**config.mk**
```make
export PLATFORM = sky130hd
export DESIGN_NAME = frsm_ctrl
export DESIGN_NICKNAME = d
export VERILOG_FILES = /design/src/rtl/assert_macros.svh /design/src/rtl/frsm_pkg.sv /design/src/rtl/frsm_ctrl.sv
export SDC_FILE = /design/constraint.sdc
export NUM_CORES = 1
export LEC_CHECK = 0
export ABC_AREA = 1
export BUFFER_PORTS_ARGS = -buffer_cell sky130_fd_sc_hd__buf_2
export CORE_AREA = 4 4 41 43
export DETAILED_ROUTE_END_ITERATION = 16
export DIE_AREA = 0 0 45 47
export HOLD_SLACK_MARGIN = 0.02
export PLACE_DENSITY = 0.6
export SETUP_SLACK_MARGIN = 0.05
export SYNTH_ARGS = -nofsm -noshare
export SYNTH_HDL_FRONTEND = slang
export SYNTH_SLANG_ARGS = --single-unit
```
**constraint.sdc**
```tcl
create_clock -name clock -period 1 [get_ports clock]
set_input_delay 0.2 -clock clock [delete_from_list [all_inputs] [get_ports clock]]
set_output_delay 0.2 -clock clock [all_outputs]
set_load 0.05 [all_outputs]
```
**src/rtl/assert_macros.svh**
```systemverilog
// assertion macros shared by the frame ring space manager
`ifndef ASSERT_MACROS_SVH
`define ASSERT_MACROS_SVH

// same-cycle implication, disabled during reset
`define FRSM_ASSERT_NOW(lbl, clk, rst, ante, cons) \
   lbl: assert property (@(posedge clk) disable iff (rst) (ante) |-> (cons)) \
      else $error("frsm assertion failed");

// next-cycle implication, disabled during reset
`define FRSM_ASSERT_NEXT(lbl, clk, rst, ante, cons) \
   lbl: assert property (@(posedge clk) disable iff (rst) (ante) |=> (cons)) \
      else $error("frsm assertion failed");

`endif

```
**src/rtl/frsm_pkg.sv**
```systemverilog
// package: constants, codes and shared types of the frame ring space manager
`timescale 1ns / 1ps
package frsm_pkg;
   localparam int ENTRIES   = 1024;
   localparam int ENTRY_W   = 10;
   localparam int COUNT_W   = 11;
   localparam int BYTE_W    = 20;
   localparam int TIME_W    = 32;
   localparam int KIND_W    = 8;
   localparam int PTS_W     = 32;
   localparam int TMO_W     = 8;
   localparam int STATUS_W  = 2;
   localparam int CSR_IDX_W = 1;
   localparam logic [BYTE_W-1:0] MAX_BYTES   = BYTE_W'(524288);
   localparam logic [BYTE_W-1:0] CAP_RESET   = BYTE_W'(524288);
   localparam logic [TMO_W-1:0]  TMO_RESET   = TMO_W'(3);

   localparam logic FUNC_WRITE = 1'b0;
   localparam logic FUNC_READ  = 1'b1;

   localparam logic [STATUS_W-1:0] STATUS_WRITTEN  = 2'd0;
   localparam logic [STATUS_W-1:0] STATUS_READ     = 2'd1;
   localparam logic [STATUS_W-1:0] STATUS_REJECTED = 2'd2;

   localparam logic [CSR_IDX_W-1:0] CSR_CAPACITY = 1'b0;
   localparam logic [CSR_IDX_W-1:0] CSR_TIMEOUT  = 1'b1;

   localparam logic [1:0] RD_SEL_A   = 2'd0;
   localparam logic [1:0] RD_SEL_B   = 2'd1;
   localparam logic [1:0] RD_SEL_OLD = 2'd2;

   typedef struct packed {
      logic [PTS_W-1:0]  pts;
      logic [KIND_W-1:0] kind;
      logic [TIME_W-1:0] stamp;
      logic [BYTE_W-1:0] offset;
      logic [BYTE_W-1:0] length;
   } entry_word_type;

   typedef struct packed {
      logic       clear_wr;
      logic       load_req;
      logic [1:0] rd_sel;
      logic       hold_a;
      logic       res_read;
      logic       res_reject;
      logic       wrap_start;
      logic       ev_update;
      logic       commit;
      logic       out_load;
   } ctl_cmd_type;

   typedef struct packed {
      logic clear_last;
      logic func;
      logic too_long;
      logic fits;
      logic full;
      logic need_evict;
   } ctl_sts_type;
endpackage

```
**src/rtl/frsm_ctrl.sv**
```systemverilog
// controller: sequencing of clear pass, reads, eviction walk and commit
`timescale 1ns / 1ps
module frsm_ctrl (
   input  logic                   clock,
   input  logic                   reset,
   input  logic                   req_valid,
   output logic                   req_ready,
   output logic                   rsp_valid,
   input  logic                   rsp_ready,
   input  frsm_pkg::ctl_sts_type  sts,
   output frsm_pkg::ctl_cmd_type  cmd
);
   localparam logic [2:0] ST_CLEAR  = 3'd0;
   localparam logic [2:0] ST_IDLE   = 3'd1;
   localparam logic [2:0] ST_DECODE = 3'd2;
   localparam logic [2:0] ST_RD_B   = 3'd3;
   localparam logic [2:0] ST_RD_CMP = 3'd4;
   localparam logic [2:0] ST_EV_TST = 3'd5;
   localparam logic [2:0] ST_EV_UPD = 3'd6;
   localparam logic [2:0] ST_COMMIT = 3'd7;
   localparam logic [3:0] ST_OUT    = 4'd8;

   logic [3:0] state_ff, state_in;
   logic       valid_ff, valid_in;

   always_comb begin
      state_in  = state_ff;
      valid_in  = valid_ff;
      cmd       = '0;
      cmd.rd_sel = frsm_pkg::RD_SEL_A;
      req_ready = 1'b0;
      if (valid_ff && rsp_ready) begin
         valid_in = 1'b0;
      end
      case (state_ff)
         {1'b0, ST_CLEAR}: begin
            cmd.clear_wr = 1'b1;
            if (sts.clear_last) begin
               state_in = {1'b0, ST_IDLE};
            end
         end
         {1'b0, ST_IDLE}: begin
            req_ready = 1'b1;
            if (req_valid) begin
               cmd.load_req = 1'b1;
               state_in = {1'b0, ST_DECODE};
            end
         end
         {1'b0, ST_DECODE}: begin
            if (sts.func == frsm_pkg::FUNC_READ) begin
               cmd.rd_sel = frsm_pkg::RD_SEL_A;
               state_in = {1'b0, ST_RD_B};
            end else if (sts.too_long) begin
               cmd.res_reject = 1'b1;
               state_in = ST_OUT;
            end else if (!sts.fits) begin
               cmd.wrap_start = 1'b1;
               state_in = {1'b0, ST_EV_TST};
            end else if (sts.full) begin
               state_in = {1'b0, ST_EV_TST};
            end else begin
               state_in = {1'b0, ST_COMMIT};
            end
         end
         {1'b0, ST_RD_B}: begin
            cmd.rd_sel = frsm_pkg::RD_SEL_B;
            cmd.hold_a = 1'b1;
            state_in = {1'b0, ST_RD_CMP};
         end
         {1'b0, ST_RD_CMP}: begin
            cmd.res_read = 1'b1;
            state_in = ST_OUT;
         end
         {1'b0, ST_EV_TST}: begin
            if (sts.need_evict) begin
               cmd.rd_sel = frsm_pkg::RD_SEL_OLD;
               state_in = {1'b0, ST_EV_UPD};
            end else begin
               state_in = {1'b0, ST_COMMIT};
            end
         end
         {1'b0, ST_EV_UPD}: begin
            cmd.ev_update = 1'b1;
            state_in = {1'b0, ST_EV_TST};
         end
         {1'b0, ST_COMMIT}: begin
            cmd.commit = 1'b1;
            state_in = ST_OUT;
         end
         ST_OUT: begin
            if (!valid_ff || rsp_ready) begin
               cmd.out_load = 1'b1;
               valid_in = 1'b1;
               state_in = {1'b0, ST_IDLE};
            end
         end
         default: begin
            state_in = {1'b0, ST_IDLE};
         end
      endcase
   end

   always_ff @(posedge clock) begin
      if (reset) begin
         state_ff <= {1'b0, ST_CLEAR};
         valid_ff <= 1'b0;
      end else begin
         state_ff <= state_in;
         valid_ff <= valid_in;
      end
   end

   assign rsp_valid = valid_ff;
endmodule

```
# [Word-level counts from Yosys, hierarchy flattened]
# Cells that the tools add are included.
[classes] n_eq_ne=11 n_mux=29 n_reduce_logical=6
[op_table] cell="case mux 4 bit (8 select lines)" count=1
[op_table] cell="two-way mux 4 bit" count=6
[op_table] cell="two-way mux 1 bit" count=17
[op_table] cell="== test 4 x 3 -> 1 bit (second input constant)" count=4
[op_table] cell="== test 4 x 2 -> 1 bit (second input constant)" count=2
[op_table] cell="two-way mux 2 bit" count=4
[op_table] cell="!= test 2 bit (second input constant)" count=3
[op_table] cell="== test 4 x 1 -> 1 bit (second input constant)" count=1
[op_table] cell="== test 4 bit (second input constant)" count=1
[op_table] cell="logical NOT 4 bit" count=1
[op_table] cell="case mux 2 bit (2 select lines)" count=1
[op_table] cell="AND reduction 3 bit" count=1
[op_table] cell="OR reduction 2 bit" count=1
[op_table] cell="logical AND 1 bit" count=1
[op_table] cell="logical NOT 1 bit" count=1
[op_table] cell="logical OR 1 bit" count=1
[totals] ff_bits=5 input_bits=10 wordCells=48

# [Longest topological paths before layout]
[depth] depth_word=5 mapped_depth=7

# [Worst setup path before layout]
# No wires, ideal clock.
[synth_path] path_kind="reg2out" from="register state_ff[2]" to="output cmd[3] (netlist bit)" t_arrival_ps=1420 t_required_ps=800 path_slack_ps=-620 path_stages_with_launch=6 path_buffers=0 cell_sequence="dfxtp_1 -> nor2_4 -> inv_2 -> nor3_2 -> nand2_1 -> nor2_1"
[synth_rtl] item="from (decl)" line_no="frsm_ctrl.sv:23" rtl="logic [3:0] state_ff, state_in;"
[synth_rtl] item="from (signal assigned)" line_no="frsm_ctrl.sv:105" rtl="state_ff <= {1'b0, ST_CLEAR};"
[synth_rtl] item="from (signal assigned)" line_no="frsm_ctrl.sv:108" rtl="state_ff <= state_in;"
[synth_rtl] item="to (decl)" line_no="frsm_ctrl.sv:11" rtl="output frsm_pkg::ctl_cmd_type cmd"

==> impl_table.tex <==
\begin{tabular}{lr}
\hline
Metric & Value \\
\hline
\multicolumn{2}{l}{\textbf{Run status}} \\
Result of the run & complete, but fails checks \\
Violations in the final reports & negative setup slack \\
\multicolumn{2}{l}{\textbf{Die}} \\
Floorplan Core Area & 1300 sq um \\
Full die area & $\sim$2100 sq um \\
Floorplan die width & 45 um \\
I/O pin total & 23 \\
Overall die height & 47 um \\
Initial Utilization & 0.335 \\
Row cnt & 13 \\
\multicolumn{2}{l}{\textbf{Timing}} \\
Worst Setup Slack, final & -458 ps \\
Maximum clock skew at final layout & approximately 1.9 ps \\
Final setup violation count & 17 \\
Slew Viols, Final & 0 \\
Slew @ Worst Pin & 180 ps \\
Final Cycle Share & 1.46 \\
Highest Clock Rate & 686 MHz \\
Shortest clock period the worst path allows after layout & approximately 1500 ps \\
Hold violation total from the final report & 0 \\
Relative slew slack & 0.879 \\
Setup repair after global routing missed its margin & yes \\
Post-route worst hold slack & 176 ps \\
\multicolumn{2}{l}{\textbf{Critical path}} \\
Startpoint type of the worst setup path & flop \\
CP arrival & 1260 ps \\
Largest delay contributor family on the critical path & simple AND/OR/NAND/NOR gates \\
WP buf/inv & 3 \\
Max stage delay cell, worst path & dfxtp\_4 \\
Category of the most critical setup path & flop to output port \\
Data required time of the worst path & $\sim$800 ps \\
Critical path fanouts, max & 3 \\
Largest incremental delay on the critical path & roughly 350 ps \\
Cells along the critical path & nor2\_4, inv\_2, nor3\_4, nand2\_2, clkinvlp\_4, buf\_8 \\
Crit end category & output port \\
\multicolumn{2}{l}{\textbf{Synthesis}} \\
Yosys warning count & 0 \\
Top cells by count, synth & inv\_1, nor2\_1, nand2\_1 \\
Post-Synthesis Net Count & 86 \\
Async set-reset flop share out of synthesis & 0 \\
EDFF count, synth & 0 \\
Main area contributors after synthesis & dfxtp\_1, inv\_1, nor2\_1, nand2\_1, nor2\_2 \\
Count of state elements after synthesis & 5 \\
Main flop type after synthesis & dfxtp\_1 \\
Library cells used by synthesis & 16 \\
Post-synth top area cell & dfxtp\_1 \\
Post-synthesis sequential area ratio & 0.230 \\
Post-synthesis cell count & 76 \\
Share of the synthesized area in the top cell type & 0.230 \\
Syn\_area\_per\_cell & between 5 and 6 sq um \\
Syn Std Cell Area & 435 sq um \\
\multicolumn{2}{l}{\textbf{Power and ir drop}} \\
Switch share & 0.371 \\
Total power divided by cell area & 766 nW/um\^{}2 \\
Net switching power of the design & 0.000327 W \\
Clock network fraction of design power & 0.256 \\
Combinational group share of total power & 0.490 \\
Part of the power in registers & 0.253 \\
Max IR drop VDD & 0.603 mV \\
Internal power consumption & between 0.0005 and 0.0006 W \\
Leakage power & 0.562 nW \\
\multicolumn{2}{l}{\textbf{Detailed routing}} \\
Number of vias per cell & 4.66 \\
Detailed-route wire length per cell & 13.5 um \\
Routed Antenna Nets & 0 \\
Iteration-0 DRC count of the detailed router & 4 \\
First-pass DRT Iterations & 3 \\
DR DRC count & 0 \\
Total vias in the final route & 662 \\
DRT Wirelength & between 1500 and 2000 um \\
\multicolumn{2}{l}{\textbf{Global routing}} \\
Overflow after GRT & 0 \\
Busiest grt layer & met2 \\
First-pass GRT wire length & 2630 um \\
Maximum number of pins on one net before global-route repair & 6 \\
Met1 Usage GRT & 0.210 \\
Vias in the first global route & 642 \\
Antenna violations before repair & 0 \\
Global Route Usage Sum & 0.183 \\
Met2 Resource Use GR & 0.319 \\
Fraction of met3 tracks used by global routing & 0.0230 \\
\multicolumn{2}{l}{\textbf{Placement}} \\
Port bufs & 22 \\
Global placer's final weighted congestion & 0.758 \\
Cell count after placement & between 100 and 150 \\
HPWL after detailed placement & 1090 um \\
\multicolumn{2}{l}{\textbf{Min path}} \\
Hold Crit Class & input port to flop \\
\multicolumn{2}{l}{\textbf{Clock network}} \\
Total CTS buffers & 3 \\
Clock transition at path regs & 40 ps \\
Buffer cell driving the clock tree root & clkbuf\_4 \\
\# H-tree levels & 1 \\
TritonCTS clock tree & yes \\
Buffers from clock root to sink, at most & 2 \\
Clock sink count & 5 \\
Later-pin clock latency in the skew report & 240 ps \\
\multicolumn{2}{l}{\textbf{Final layout}} \\
Filler-free cell count of the finished design & 142 \\
\# diodes & 0 \\
Relative area change from synthesis to final layout & 164\% \\
Fraction of final layout cells with drive strength greater than 1 & 0.811 \\
Filler Cell Count & 68 \\
Multi-input gate area & 429 sq um \\
Register area & 116 sq um \\
Net count reported at finish & about 140 \\
\multicolumn{2}{l}{\textbf{Job}} \\
Number of max-cap violations & 0 \\
\hline
\end{tabular}
==> worst paths after layout <==
check / endpoint / start / slack [ps] / depth (start not counted)
hold reg to reg: rsp_valid$_SDFF_PP0_ / rsp_valid$_SDFF_PP0_ / 610 / 4
setup reg to reg: state_ff[1]$_SDFFE_PP0P_ / state_ff[1]$_SDFFE_PP0P_ / -340 / 9
setup / recovery: cmd[4] / state_ff[3]$_SDFFE_PP0P_ / -460 / 6
hold / removal: rsp_valid$_SDFF_PP0_ / reset / 180 / 2
==> cells by family (layout without fill, tap and decap cells) <==
kind of cell / after synthesis / after routing / share of synthesized area
and+or+nand+nor: 45 / 45 / 0.514
DFF: 5 / 5 / 0.230
buffers and inverters: 21 / 72 / 0.190
AOI/OAI and AO/OA: 5 / 5 / 0.0661
==> power groups by stage <==
stage	combinational (W)	sequential, W	clock (W)
2_1_floorplan	0.000175	0.000226	0
3_3_place_gp	0.000274	0.000224	0
3_5_place_dp	0.000278	0.000225	0
4_1_cts	0.000382	0.000222	0.000235
5_1_grt	0.000454	0.000224	0.000254
6_report	0.000432	0.000223	0.000226
==> what timing repair did <==
action                                  in CTS  in global routing
endpoints found under the setup margin      18                 18
resized for setup                           54                 18
pin swaps                                   15                  8
buffers inserted                             9                  9
hold buffers                                 0                  0
gates cloned                                 0                  0
==> layout make-up <==
| cell class | count | area share |
|---|---|---|
| well taps | 15 | 0.0163 |
| multi-input cells | 50 | 0.373 |
| flip-flops and latches | 5 | 0.101 |
| clock buffers | 4 | 0.0229 |
| repair buffers | 48 | 0.402 |
| inverters | 20 | 0.0849 |
==> layout by cell type (no fill, tap or decap), drive strengths merged <==
cell type	n
buf	48
nor2	22
inv	16
nand2	15
nand3	6
dfxtp	5
clkinvlp	4
clkbuf	4
a21oi	3
o21ai	2
nor3	1
nand3b	1
==> stage by stage <==
stage | utilization | instance area (sq um) | power, W | setup WS [ps] | TNS [ps]
detailed placement | 0.608 | 791 | 0.000503 | -295 | -3460
global placement | 0.608 | 791 | 0.000498 | -283 | -3250
global route | 0.884 | 1150 | 0.000931 | -535 | -7020
finish | 0.884 | 1150 | 0.000881 | -458 | -6010
floorplan | - | 557 | 0.000401 | -272 | -1900
CTS | 0.802 | 1040 | 0.000840 | -451 | -5620
==> registers in the layout (all words and copies together), names as in the netlist <==
signal / flops
rsp_valid: 1
state_ff: 4
==> layer usage <==
layer  part of all wire  wire (um)
met5                  0          0
met3              0.025         47
met1               0.40        771
met4              0.021         40
met2               0.55       1060
Power figures use the tool's default switching activity.
